## config.mk

```make
export PLATFORM = sky130hd
export DESIGN_NAME = pulse_channel_tick_mixer_unit
export DESIGN_NICKNAME = d
export VERILOG_FILES = /design/src/ptm_pkg.sv /design/src/ptm_divider.sv /design/src/pulse_channel_tick_mixer_unit.sv
export SDC_FILE = /design/constraint.sdc
export NUM_CORES = 2
export LEC_CHECK = 0
export ABC_CLOCK_PERIOD_IN_PS = 8200
export BUFFER_PORTS_ARGS = -buffer_cell sky130_fd_sc_hd__buf_2
export CAP_MARGIN = 20
export CORE_ASPECT_RATIO = 0.75
export CORE_MARGIN = 3
export CORE_UTILIZATION = 30
export CTS_BUF_LIST = sky130_fd_sc_hd__clkbuf_8
export CTS_CLUSTER_SIZE = 24
export DETAILED_ROUTE_END_ITERATION = 16
export GPL_TIMING_DRIVEN = 0
export REMOVE_ABC_BUFFERS = 1
export SLEW_MARGIN = 15
export SYNTH_ARGS = -nofsm -noshare
export SYNTH_HDL_FRONTEND = slang
export SYNTH_SLANG_ARGS = --single-unit
```

## constraint.sdc

```tcl
create_clock -name clock -period 8.2 [get_ports clock]
set_clock_uncertainty 0.15 [all_clocks]
set_input_delay 0.41 -clock clock [delete_from_list [all_inputs] [get_ports clock]]
set_output_delay 0.41 -clock clock [all_outputs]
set_load 0.05 [all_outputs]
```

## src/ptm_pkg.sv

```systemverilog
// ---------------------------------------------------------------------------
// Pulse channel tick mixer package
// Widths, register indexes, divider request types and sign helpers shared
// by the mixer top level and its divider.
// ---------------------------------------------------------------------------
package ptm_pkg;

   localparam int ACC_BITS      = 48;
   localparam int TICK_BITS     = 16;
   localparam int OUT_BITS      = 48;
   localparam int LEVEL_BITS    = 16;
   localparam int DIV_BITS      = 16;
   localparam int PERIOD_BITS   = 12;
   localparam int PCNT_BITS     = PERIOD_BITS + 1;
   localparam int DUTY_BITS     = 4;
   localparam int CNT_BITS      = $clog2(ACC_BITS);
   localparam int PROD_BITS     = LEVEL_BITS + PCNT_BITS;
   localparam int CMP_BITS      = (TICK_BITS > PCNT_BITS) ? TICK_BITS : PCNT_BITS;

   localparam int REQ_DATA_BITS = 40;
   localparam int RSP_DATA_BITS = 2 * OUT_BITS;
   localparam int CSR_IDX_BITS  = 3;
   localparam int CSR_DATA_BITS = 16;

   localparam logic KIND_TICK_RUN = 1'b0;
   localparam logic KIND_READOUT  = 1'b1;

   localparam logic [DUTY_BITS-1:0] INVERT_STEP = 4'd10;

   typedef enum logic [CSR_IDX_BITS-1:0] {
      REG_CHANNEL_ENABLE = 3'd0,
      REG_DUTY_THRESHOLD = 3'd1,
      REG_DIGITIZED_MODE = 3'd2,
      REG_PERIOD         = 3'd3,
      REG_INVERT_ENABLE  = 3'd4,
      REG_INVERT_CUTOFF  = 3'd5,
      REG_LEVEL_LEFT     = 3'd6,
      REG_LEVEL_RIGHT    = 3'd7
   } reg_index_type;

   typedef struct packed {
      logic                start;
      logic [ACC_BITS-1:0] dividend;
      logic [DIV_BITS-1:0] divisor;
   } div_req_type;

   typedef struct packed {
      logic                done;
      logic [ACC_BITS-1:0] quotient;
   } div_rsp_type;

   // absolute value of a two's complement accumulator
   function automatic logic [ACC_BITS-1:0] acc_magnitude(input logic [ACC_BITS-1:0] acc);
      logic [ACC_BITS-1:0] mag;
      mag = acc[ACC_BITS-1] ? (~acc + ACC_BITS'(1)) : acc;
      return mag;
   endfunction

   // reapply the sign and fit the quotient to the output width
   function automatic logic [OUT_BITS-1:0] signed_out(input logic neg,
                                                      input logic [ACC_BITS-1:0] quo);
      logic [ACC_BITS-1:0] val;
      val = neg ? (~quo + ACC_BITS'(1)) : quo;
      return OUT_BITS'(signed'(val));
   endfunction

endpackage

```

## src/ptm_divider.sv

```systemverilog
// ---------------------------------------------------------------------------
// Pulse channel tick mixer divider
// Restoring unsigned divider, one quotient bit per cycle.
// ---------------------------------------------------------------------------
module ptm_divider
   import ptm_pkg::*;
(
   input  logic        clock,
   input  logic        reset,
   input  div_req_type div_req,
   output div_rsp_type div_rsp
);

   logic                busy_ff, busy_in;
   logic                done_ff, done_in;
   logic [CNT_BITS-1:0] count_ff, count_in;
   logic [ACC_BITS-1:0] quo_ff, quo_in;
   logic [DIV_BITS-1:0] rem_ff, rem_in;
   logic [DIV_BITS-1:0] div_ff, div_in;
   logic [DIV_BITS:0]   shifted;
   logic [DIV_BITS:0]   diff;
   logic                fits;

   assign shifted = {rem_ff, quo_ff[ACC_BITS-1]};
   assign diff    = shifted - {1'b0, div_ff};
   assign fits    = (shifted >= {1'b0, div_ff});

   always_comb begin
      busy_in  = busy_ff;
      done_in  = 1'b0;
      count_in = count_ff;
      quo_in   = quo_ff;
      rem_in   = rem_ff;
      div_in   = div_ff;
      if (div_req.start) begin
         busy_in  = 1'b1;
         count_in = CNT_BITS'(ACC_BITS - 1);
         quo_in   = div_req.dividend;
         rem_in   = '0;
         div_in   = div_req.divisor;
      end else if (busy_ff) begin
         quo_in   = {quo_ff[ACC_BITS-2:0], fits};
         rem_in   = fits ? diff[DIV_BITS-1:0] : shifted[DIV_BITS-1:0];
         count_in = count_ff - CNT_BITS'(1);
         if (count_ff == '0) begin
            busy_in = 1'b0;
            done_in = 1'b1;
         end
      end
   end

   always_ff @(posedge clock) begin
      if (reset) begin
         busy_ff <= 1'b0;
         done_ff <= 1'b0;
      end else begin
         busy_ff <= busy_in;
         done_ff <= done_in;
      end
      count_ff <= count_in;
      quo_ff   <= quo_in;
      rem_ff   <= rem_in;
      div_ff   <= div_in;
   end

   assign div_rsp.done     = done_ff;
   assign div_rsp.quotient = quo_ff;

endmodule

```

## src/pulse_channel_tick_mixer_unit.sv

```systemverilog
// ---------------------------------------------------------------------------
// Pulse channel tick mixer
// Pulse voice with a period down-counter and duty step; tick runs mix the
// channel output into two accumulators, readouts return them divided and clear them.
// ---------------------------------------------------------------------------
// Tick run: each reload stretch passes ST_SEG and ST_RELOAD, with ST_MUL_L, ST_ADD_L
//   and ST_ADD_R between them when mixing; a disabled channel or zero ticks is dropped.
// Readout: the shared one-bit-per-cycle divider handles left then right; the result
//   sits in an output register so a tick run can be taken while it waits.
// Reset clears the control registers, the accumulators, duty step and invert flag;
//   the period counter resets to one; datapath registers are not reset.
module pulse_channel_tick_mixer_unit
   import ptm_pkg::*;
(
   input  logic                     clock,
   input  logic                     reset,
   // request channel
   input  logic                     req_tvalid,
   output logic                     req_tready,
   input  logic [REQ_DATA_BITS-1:0] req_tdata,  // ticks[15:0], mix_enable, divisor[15:0], pad
   input  logic                     req_tuser,  // kind
   // result channel
   output logic                     rsp_tvalid,
   input  logic                     rsp_tready,
   output logic [RSP_DATA_BITS-1:0] rsp_tdata,  // mix_left[47:0], mix_right[47:0]
   // register write channel
   input  logic                     csr_valid,
   output logic                     csr_ready,
   input  logic [CSR_IDX_BITS-1:0]  csr_index,
   input  logic [CSR_DATA_BITS-1:0] csr_data
);

   typedef enum logic [8:0] {
      ST_IDLE   = 9'b000000001,
      ST_SEG    = 9'b000000010,
      ST_MUL_L  = 9'b000000100,
      ST_ADD_L  = 9'b000001000,
      ST_ADD_R  = 9'b000010000,
      ST_RELOAD = 9'b000100000,
      ST_DIV_L  = 9'b001000000,
      ST_DIV_R  = 9'b010000000,
      ST_FINISH = 9'b100000000
   } state_type;

   // registers
   logic                   chan_en_ff;
   logic [DUTY_BITS-1:0]   duty_thr_ff;
   logic                   digitized_ff;
   logic [PERIOD_BITS-1:0] period_ff;
   logic                   inv_en_ff;
   logic [PERIOD_BITS-1:0] inv_cutoff_ff;
   logic [LEVEL_BITS-1:0]  level_l_ff;
   logic [LEVEL_BITS-1:0]  level_r_ff;

   state_type              state_ff, state_in;
   logic [PCNT_BITS-1:0]   pcnt_ff, pcnt_in;
   logic [DUTY_BITS-1:0]   duty_ff, duty_in;
   logic                   invert_ff, invert_in;
   logic [ACC_BITS-1:0]    acc_l_ff, acc_l_in;
   logic [ACC_BITS-1:0]    acc_r_ff, acc_r_in;
   logic [TICK_BITS-1:0]   ticks_ff, ticks_in;
   logic                   mix_ff, mix_in;
   logic [PCNT_BITS-1:0]   n_ff, n_in;
   logic [PROD_BITS-1:0]   prod_ff, prod_in;
   logic [DIV_BITS-1:0]    div_ff, div_in;
   logic                   neg_l_ff, neg_l_in;
   logic                   neg_r_ff, neg_r_in;
   logic [OUT_BITS-1:0]    out_l_ff, out_l_in;
   logic [OUT_BITS-1:0]    out_r_ff, out_r_in;
   logic                   rsp_valid_ff, rsp_valid_in;
   logic [RSP_DATA_BITS-1:0] rsp_data_ff, rsp_data_in;

   div_req_type            div_req;
   div_rsp_type            div_rsp;

   logic [TICK_BITS-1:0]   req_ticks;
   logic                   req_mix;
   logic [DIV_BITS-1:0]    req_div;
   logic                   req_fire;
   logic [CMP_BITS-1:0]    pcnt_wide;
   logic [CMP_BITS-1:0]    ticks_wide;
   logic [DUTY_BITS-1:0]   duty_next;
   logic                   latch_val;
   logic [PROD_BITS-1:0]   mul_in_a;

   assign req_ticks = TICK_BITS'(req_tdata[15:0]);
   assign req_mix   = req_tdata[16];
   assign req_div   = req_tdata[32:17];
   assign req_fire  = req_tvalid && req_tready;

   assign req_tready = (state_ff == ST_IDLE);
   assign csr_ready  = 1'b1;
   assign rsp_tvalid = rsp_valid_ff;
   assign rsp_tdata  = rsp_data_ff;

   assign pcnt_wide  = CMP_BITS'(pcnt_ff);
   assign ticks_wide = CMP_BITS'(ticks_ff);
   assign duty_next  = duty_ff + DUTY_BITS'(1);
   assign latch_val  = (inv_cutoff_ff < period_ff) ? 1'b0 : inv_en_ff;

   // shared multiplier: left level first, right level on the next pass
   assign mul_in_a   = (state_ff == ST_MUL_L) ? PROD_BITS'(level_l_ff) : PROD_BITS'(level_r_ff);

   always_comb begin
      state_in     = state_ff;
      pcnt_in      = pcnt_ff;
      duty_in      = duty_ff;
      invert_in    = invert_ff;
      acc_l_in     = acc_l_ff;
      acc_r_in     = acc_r_ff;
      ticks_in     = ticks_ff;
      mix_in       = mix_ff;
      n_in         = n_ff;
      prod_in      = prod_ff;
      div_in       = div_ff;
      neg_l_in     = neg_l_ff;
      neg_r_in     = neg_r_ff;
      out_l_in     = out_l_ff;
      out_r_in     = out_r_ff;
      rsp_valid_in = rsp_valid_ff && !rsp_tready;
      rsp_data_in  = rsp_data_ff;
      div_req      = '0;

      case (state_ff)
         ST_IDLE: begin
            if (req_fire) begin
               if (req_tuser == KIND_READOUT) begin
                  div_in           = (req_div == '0) ? DIV_BITS'(1) : req_div;
                  neg_l_in         = acc_l_ff[ACC_BITS-1];
                  div_req.start    = 1'b1;
                  div_req.dividend = acc_magnitude(acc_l_ff);
                  div_req.divisor  = (req_div == '0) ? DIV_BITS'(1) : req_div;
                  state_in         = ST_DIV_L;
               end else if (chan_en_ff && (req_ticks != '0)) begin
                  ticks_in = req_ticks;
                  mix_in   = req_mix;
                  state_in = ST_SEG;
               end
            end
         end
         ST_SEG: begin
            // run to the next reload or to the end of the ticks
            if (pcnt_wide < ticks_wide) begin
               n_in = pcnt_ff;
            end else begin
               n_in = PCNT_BITS'(ticks_ff);
            end
            ticks_in = TICK_BITS'(ticks_wide - CMP_BITS'(n_in));
            pcnt_in  = pcnt_ff - n_in;
            state_in = (mix_ff && (duty_ff <= duty_thr_ff)) ? ST_MUL_L : ST_RELOAD;
         end
         ST_MUL_L: begin
            prod_in  = PROD_BITS'(mul_in_a * PROD_BITS'(n_ff));
            state_in = ST_ADD_L;
         end
         ST_ADD_L: begin
            acc_l_in = acc_l_ff + ACC_BITS'(prod_ff);
            prod_in  = PROD_BITS'(mul_in_a * PROD_BITS'(n_ff));
            state_in = ST_ADD_R;
         end
         ST_ADD_R: begin
            if (invert_ff) begin
               acc_r_in = acc_r_ff - ACC_BITS'(prod_ff);
            end else begin
               acc_r_in = acc_r_ff + ACC_BITS'(prod_ff);
            end
            state_in = ST_RELOAD;
         end
         ST_RELOAD: begin
            if (pcnt_ff == '0) begin
               pcnt_in = PCNT_BITS'(period_ff) + PCNT_BITS'(1);
               if (!digitized_ff) begin
                  duty_in = duty_next;
                  if (duty_next == INVERT_STEP) begin
                     invert_in = latch_val;
                  end
               end else begin
                  invert_in = latch_val;
               end
            end
            state_in = (ticks_ff == '0) ? ST_IDLE : ST_SEG;
         end
         ST_DIV_L: begin
            if (div_rsp.done) begin
               out_l_in         = signed_out(neg_l_ff, div_rsp.quotient);
               neg_r_in         = acc_r_ff[ACC_BITS-1];
               div_req.start    = 1'b1;
               div_req.dividend = acc_magnitude(acc_r_ff);
               div_req.divisor  = div_ff;
               acc_l_in         = '0;
               acc_r_in         = '0;
               state_in         = ST_DIV_R;
            end
         end
         ST_DIV_R: begin
            if (div_rsp.done) begin
               out_r_in = signed_out(neg_r_ff, div_rsp.quotient);
               state_in = ST_FINISH;
            end
         end
         ST_FINISH: begin
            // hold until the output register frees up
            if (!rsp_valid_ff || rsp_tready) begin
               rsp_valid_in = 1'b1;
               rsp_data_in  = {out_r_ff, out_l_ff};
               state_in     = ST_IDLE;
            end
         end
         default: begin
            state_in = ST_IDLE;
         end
      endcase
   end

   always_ff @(posedge clock) begin
      if (reset) begin
         chan_en_ff    <= 1'b0;
         duty_thr_ff   <= '0;
         digitized_ff  <= 1'b0;
         period_ff     <= '0;
         inv_en_ff     <= 1'b0;
         inv_cutoff_ff <= '0;
         level_l_ff    <= '0;
         level_r_ff    <= '0;
      end else if (csr_valid && csr_ready) begin
         case (reg_index_type'(csr_index))
            REG_CHANNEL_ENABLE: chan_en_ff    <= csr_data[0];
            REG_DUTY_THRESHOLD: duty_thr_ff   <= csr_data[DUTY_BITS-1:0];
            REG_DIGITIZED_MODE: digitized_ff  <= csr_data[0];
            REG_PERIOD:         period_ff     <= csr_data[PERIOD_BITS-1:0];
            REG_INVERT_ENABLE:  inv_en_ff     <= csr_data[0];
            REG_INVERT_CUTOFF:  inv_cutoff_ff <= csr_data[PERIOD_BITS-1:0];
            REG_LEVEL_LEFT:     level_l_ff    <= csr_data[LEVEL_BITS-1:0];
            REG_LEVEL_RIGHT:    level_r_ff    <= csr_data[LEVEL_BITS-1:0];
            default: begin
            end
         endcase
      end
   end

   always_ff @(posedge clock) begin
      if (reset) begin
         state_ff     <= ST_IDLE;
         pcnt_ff      <= PCNT_BITS'(1);
         duty_ff      <= '0;
         invert_ff    <= 1'b0;
         acc_l_ff     <= '0;
         acc_r_ff     <= '0;
         rsp_valid_ff <= 1'b0;
      end else begin
         state_ff     <= state_in;
         pcnt_ff      <= pcnt_in;
         duty_ff      <= duty_in;
         invert_ff    <= invert_in;
         acc_l_ff     <= acc_l_in;
         acc_r_ff     <= acc_r_in;
         rsp_valid_ff <= rsp_valid_in;
      end
      ticks_ff    <= ticks_in;
      mix_ff      <= mix_in;
      n_ff        <= n_in;
      prod_ff     <= prod_in;
      div_ff      <= div_in;
      neg_l_ff    <= neg_l_in;
      neg_r_ff    <= neg_r_in;
      out_l_ff    <= out_l_in;
      out_r_ff    <= out_r_in;
      rsp_data_ff <= rsp_data_in;
   end

   ptm_divider u_divider (
      .clock   (clock),
      .reset   (reset),
      .div_req (div_req),
      .div_rsp (div_rsp)
   );

endmodule
```

# --- Yosys cells after proc, flatten, opt, wreduce, memory -nomap -nowiden ---
# Index checks and enable logic that the tools add are counted.
totals:
  output_inout_bits: 99
  ff_bits: 544
op_classes:
  order_cmp: 4
  reduce_logical: 41
  n_mux: 43
  multipliers: 1
  n_eq_ne: 25
  bitwise_logic: 6
  add_sub_neg: 12
op_table:
  columns: ["cell", "n"]
  rows:
  - ["$mux W48", 8]
  - ["$mux W65", 3]
  - ["$pmux W48 S2", 2]
  - ["$add A48 B1 Y48 const B", 3]
  - ["$not A48 Y48", 3]
  - ["$pmux W65 S2", 1]
  - ["$add A48 B29 Y48", 2]
  - ["$mux W16", 6]
  - ["$pmux W9 S9", 1]
  - ["$mux W9", 6]
  - ["$sub A48 B29 Y48", 1]
  - ["$mux W13", 3]
  - ["$logic_not A16 Y1", 2]
  - ["$pmux W16 S2", 1]
  - ["$mul A16 B13 Y29", 1]
  - ["$reduce_and A2 Y1", 14]
  - ["$pmux W13 S2", 1]
  - ["$ge A17 B16 Y1", 1]
  - ["$lt A13 B16 Y1", 1]
  - ["$reduce_bool A16 Y1", 1]
  - ["$sub A16 B13 Y16", 1]
  - ["$sub A16 B16 Y16", 1]
  - ["$add A12 B1 Y13 const B", 1]
  - ["$logic_not A13 Y1", 1]
  - ["36 further kinds", 67]

# --- Logic depth before layout (Yosys ltp) ---
logic_depth:
  word_depth: 7
  ltp_mapped: 27
  depth_no_buf: 24

# --- Modules after synthesis ---
# A second synthesis with hierarchy kept.
hier_totals:
  hier_cells: 3874
  hier_area_um2: 37363.3
modules_own_cells:
  columns: ["mod", "area_per_inst_um2", "cells_each", "instances"]
  rows:
  - ["pulse_channel_tick_mixer_unit", 32909.1, 3519, 1]
  - ["ptm_divider", 4454.3, 355, 1]

# --- Worst setup path after synthesis ---
# OpenSTA, ideal clock, no wires.
synth_timing:
  path_kind: "flip-flop to flip-flop"
  start: "register state_ff[1]"
  end: "register prod_ff[27], data pin"
  path_stages_with_launch: 28
  arrival_ns: 6.738
  required_time_ns: 7.785
  setup_slack_ns: 1.047
  path_cell_list: "dfxtp_1 > clkbuf_1 > nor3_1 > nand4_1 > clkbuf_1 > mux2_2 > clkbuf_1 > and2_1 > fa_1 > inv_1 > fa_1 > inv_1 > fa_1 > fa_1 > inv_1 > fa_1 > inv_1 > ha_1 > a21o_1 > a21o_1 > a21o_1 > a21oi_1 > o211ai_1 > a21oi_1 > nor3_1 > a2111oi_0 > o21ai_0 > xor2_1"
synth_via:
  elab_chain_cells: 3
synth_rtl:
  columns: ["element", "line_no", "rtl"]
  rows:
  - ["start: declaration", "pulse_channel_tick_mixer_unit.sv:55", "state_type state_ff, state_in;"]
  - ["start signal: assignment", "pulse_channel_tick_mixer_unit.sv:251", "state_ff <= state_in;"]
  - ["$eq A9 B3 Y1", "pulse_channel_tick_mixer_unit.sv:102, pulse_channel_tick_mixer_unit.sv:124", null]
  - ["$mux W16", "pulse_channel_tick_mixer_unit.sv:102", "assign mul_in_a = (state_ff == ST_MUL_L) ? PROD_BITS'(level_l_ff) : PROD_BITS'(level_r_ff);"]
  - ["$mul A16 B13 Y29", "pulse_channel_tick_mixer_unit.sv:153, pulse_channel_tick_mixer_unit.sv:158", null]
  - ["end signal: assignment", "pulse_channel_tick_mixer_unit.sv:262", "prod_ff <= prod_in;"]
  - ["end: declaration", "pulse_channel_tick_mixer_unit.sv:64", "logic [PROD_BITS-1:0] prod_ff, prod_in;"]
# Every way passes these cells.
# A chain may end at the register's enable or synchronous reset.

# --- Worst setup path after layout ---
layout_timing:
  start: "register state_ff[8]"
  end: "register prod_ff[27], data pin"
# The elaborated chain is that of the path after synthesis.

==> results.yml <==
global_routing:
  grt_max_degree: 120
  grt_first_pass_wirelength_um: 153000
  grt_remaining_overflow: 0
  grt_antenna_before_repair: 1
  grt.total_usage_pct: 14.8
  grt_pass1_vias: 27700
die:
  die_height_um: 311
  core_area_um2: 123000
  rows: 111
  floorplan.die.width_um: 413
  initial_core_util_pct: 30.4
  num_io_pins: 164
  die_area_um2: 128000
clock_network:
  cts.root.buffer_cell: "clkbuf_8"
  tritoncts: "yes"
  insertion_delay_ps: 830
  cts-buffers-inserted: 94
  cts-root-to-sink-buffers: 3
  number_of_h_tree_levels: 3
  cts.clk_slew.worst_paths_ps: 70
  clock-sinks: 544
routing:
  ant_nets: 0
  route.vias.total: 28600
  detail_route.first_pass.iterations: 5
  final_wirelength_um: 95500
  wl_per_cell_um: 16.4
  detailedRoute.firstIterationViolations: 2145
  detail_route.drc_violations: 0
  vias_per_inst: 4.92
place:
  io_buffer_count: 155
  final_weighted_congestion_of_routability_driven_global_placement: 0.912
  dpl.hpwl_um: 71700
yosys:
  synth-seq-cells: 544
  synthesis.area_per_instance_um2: 9.44
  synth_async_sr_flop_share_pct: 0
  synth.distinct_cells: 83
  synthesis.instances: 3945
  number_of_enable_flip_flop_cells_after_synthesis: 333
  synth-main-ff-cell: "edfxtp_1"
  synth.yosys.warnings: 0
  synth_seq_area_share_pct: 38.2
  syn_area_um2: 37200
setup_path:
  worstPathArrival_ps: 7830
  cpLargestDelayFamily: "adder cells"
  crit_required_ps: 8620
  critical-path-max-stage-delay_ps: 580
  worst-path-buf-inv: 6
  worstSetupStartpointType: "register"
  r2r_setup_slack_ps: 790
  crit_fanout: 13
  critical_path.endpoint_type: "register"
  critPathKind: "register to register"
  cpMostUsedCell: "fa_1"
  critical_path.slowest_cell: "fa_1"
power:
  peakVddDrop_uv: 130
  lkg_pwr_nw: 17.0
  powerDensity_nw_per_um2: 162
  fin_total_pwr_w: 0.00685
layout:
  mostFrequentLayoutCells: "484 x nand2_1, 333 x edfxtp_1, 326 x inv_1, 263 x a21oi_1, 239 x xnor2_1"
  most_common_cell_after_layout_fill_and_taps_aside: "nand2_1"
  synthToLayoutAreaGrowth_pct: 13.9
  layout.nets: 4543
  num-fill-cells: 12400
  layout.core_utilization_pct: 34.6
  drive_gt1_share_pct: 9.69
sta:
  hold_slack_ps: 205
  maxClockFrequency_mhz: 135
  timing_worst_slew_pin_value_ps: 1050
  setup_viol: 0
  rsz_0062_raised_after_global_routing: "false"
  timing.final.max_slew_violations: 0
  final_worst_path_cycle_share_pct: 90.4
  timing_hold_violations_final: 0
  max-slew-margin-rel_pct: 29.9
  finalWorstPathRequiredPeriod_ps: 7410
job:
  max_cap_viol_count: 0
outcome:
  outcome: "finished clean"
worst_hold_path:
  min-delay-path-class: "input pin to register"
power breakdown:
| group | internal [W] | total [W] | switching (W) |
|---|---|---|---|
| logic | 0.000468 | 0.00107 | 0.000607 |
| registers | 0.00307 | 0.00322 | 0.000156 |
| clock network | 0.00132 | 0.00255 | 0.00123 |
flip-flops by register name, summed over array words and instances, names as in the netlist, 16 cells and up:
| register | flops |
|---|---|
| div_ff | 16 |
| level_r_ff | 16 |
| ticks_ff | 16 |
| u_divider.quo_ff | 48 |
| acc_l_ff | 48 |
| level_l_ff | 16 |
| rsp_tdata | 96 |
| prod_ff | 29 |
| u_divider.rem_ff | 16 |
| acc_r_ff | 48 |
| out_r_ff | 48 |
| u_divider.div_ff | 16 |
| out_l_ff | 48 |
layout make-up:
| class | count | area, µm² | area share (%) |
|---|---|---|---|
| diodes | 3 | 7.51 | 0.0177 |
| clock buffers | 98 | 1350 | 3.18 |
| clock inverters | 77 | 561 | 1.32 |
| inverters | 307 | 1160 | 2.74 |
| multi-input cells | 2900 | 21200 | 50.0 |
| flip-flops and latches | 544 | 14200 | 33.6 |
| well taps | 1638 | 2050 | 4.83 |
| repair buffers | 245 | 1860 | 4.38 |
synth_stat cells (42+ instances only):
cell type,count,share of area [%]
xor2_1,104,2.4
nor3_1,65,0.87
o21ai_0,212,2.9
fa_1,159,8.6
edfxtp_1,333,27
xnor2_1,239,5.6
nand2_1,485,4.9
and2_1,107,1.8
clkbuf_1,172,1.7
inv_1,306,3.1
or3_1,54,0.91
nor2_1,204,2.1
ha_1,227,7.6
nand3_1,88,1.2
dfxtp_1,211,11
o31ai_1,42,0.85
a21o_1,74,1.5
a21oi_1,265,3.6
path summary, 6_finish.rpt:
path            startpoint            end  depth (start not counted)
max reg2reg    state_ff[8]    prod_ff[27]                         26
min          req_tdata[23]      div_ff[6]                          2
min reg2reg   out_r_ff[12]  rsp_tdata[60]                          0
max            state_ff[8]    prod_ff[27]                         26
logic make-up (layout without fill, tap and decap cells):
family | Yosys count | after routing | synth area share [%]
AOI/OAI and AO/OA | 845 | 845 | 14.1
xor gates and xnor gates | 343 | 343 | 8.07
adders and majority gates | 386 | 386 | 16.2
buffers and inverters | 501 | 727 | 5.09
DFF | 544 | 544 | 38.2
muxes | 59 | 59 | 1.68
other | 1 | 4 | 0.0101
and+or+nand+nor | 1266 | 1266 | 16.6
routing by layer:
metal  track usage, %  vias up  part of all wire [%]
met3             3.14      105                   6.0
met5                0        -                     0
li1                 -    14100                     -
met1             21.8    13700                    50
met4             3.39        0                   1.7
met2             22.0      671                    43
through the flow:
| step | worst slack (ps) | setup TNS, ps | cells | area [µm²] |
|---|---|---|---|---|
| final | 788 | 0 | 5812 | 42400 |
| after global placement | -5790 | -721730 | 5544 | 39300 |
| after detailed placement | 173 | 0 | 5568 | 39800 |
| after floorplan | 714 | 0 | 3751 | 36500 |
| after global routing | 308 | 0 | 5810 | 42400 |
| after CTS | 219 | 0 | 5806 | 42400 |
timing repair:
| action | 4_1_cts | 5_1_grt |
|---|---|---|
| endpoints found under the hold margin | 132 | 0 |
| gates resized for setup | 0 | 1 |
| setup buffers | 0 | 2 |
| hold buffers | 63 | 0 |
| setup endpoints to repair | 0 | 2 |
Power figures use the tool's default switching activity.
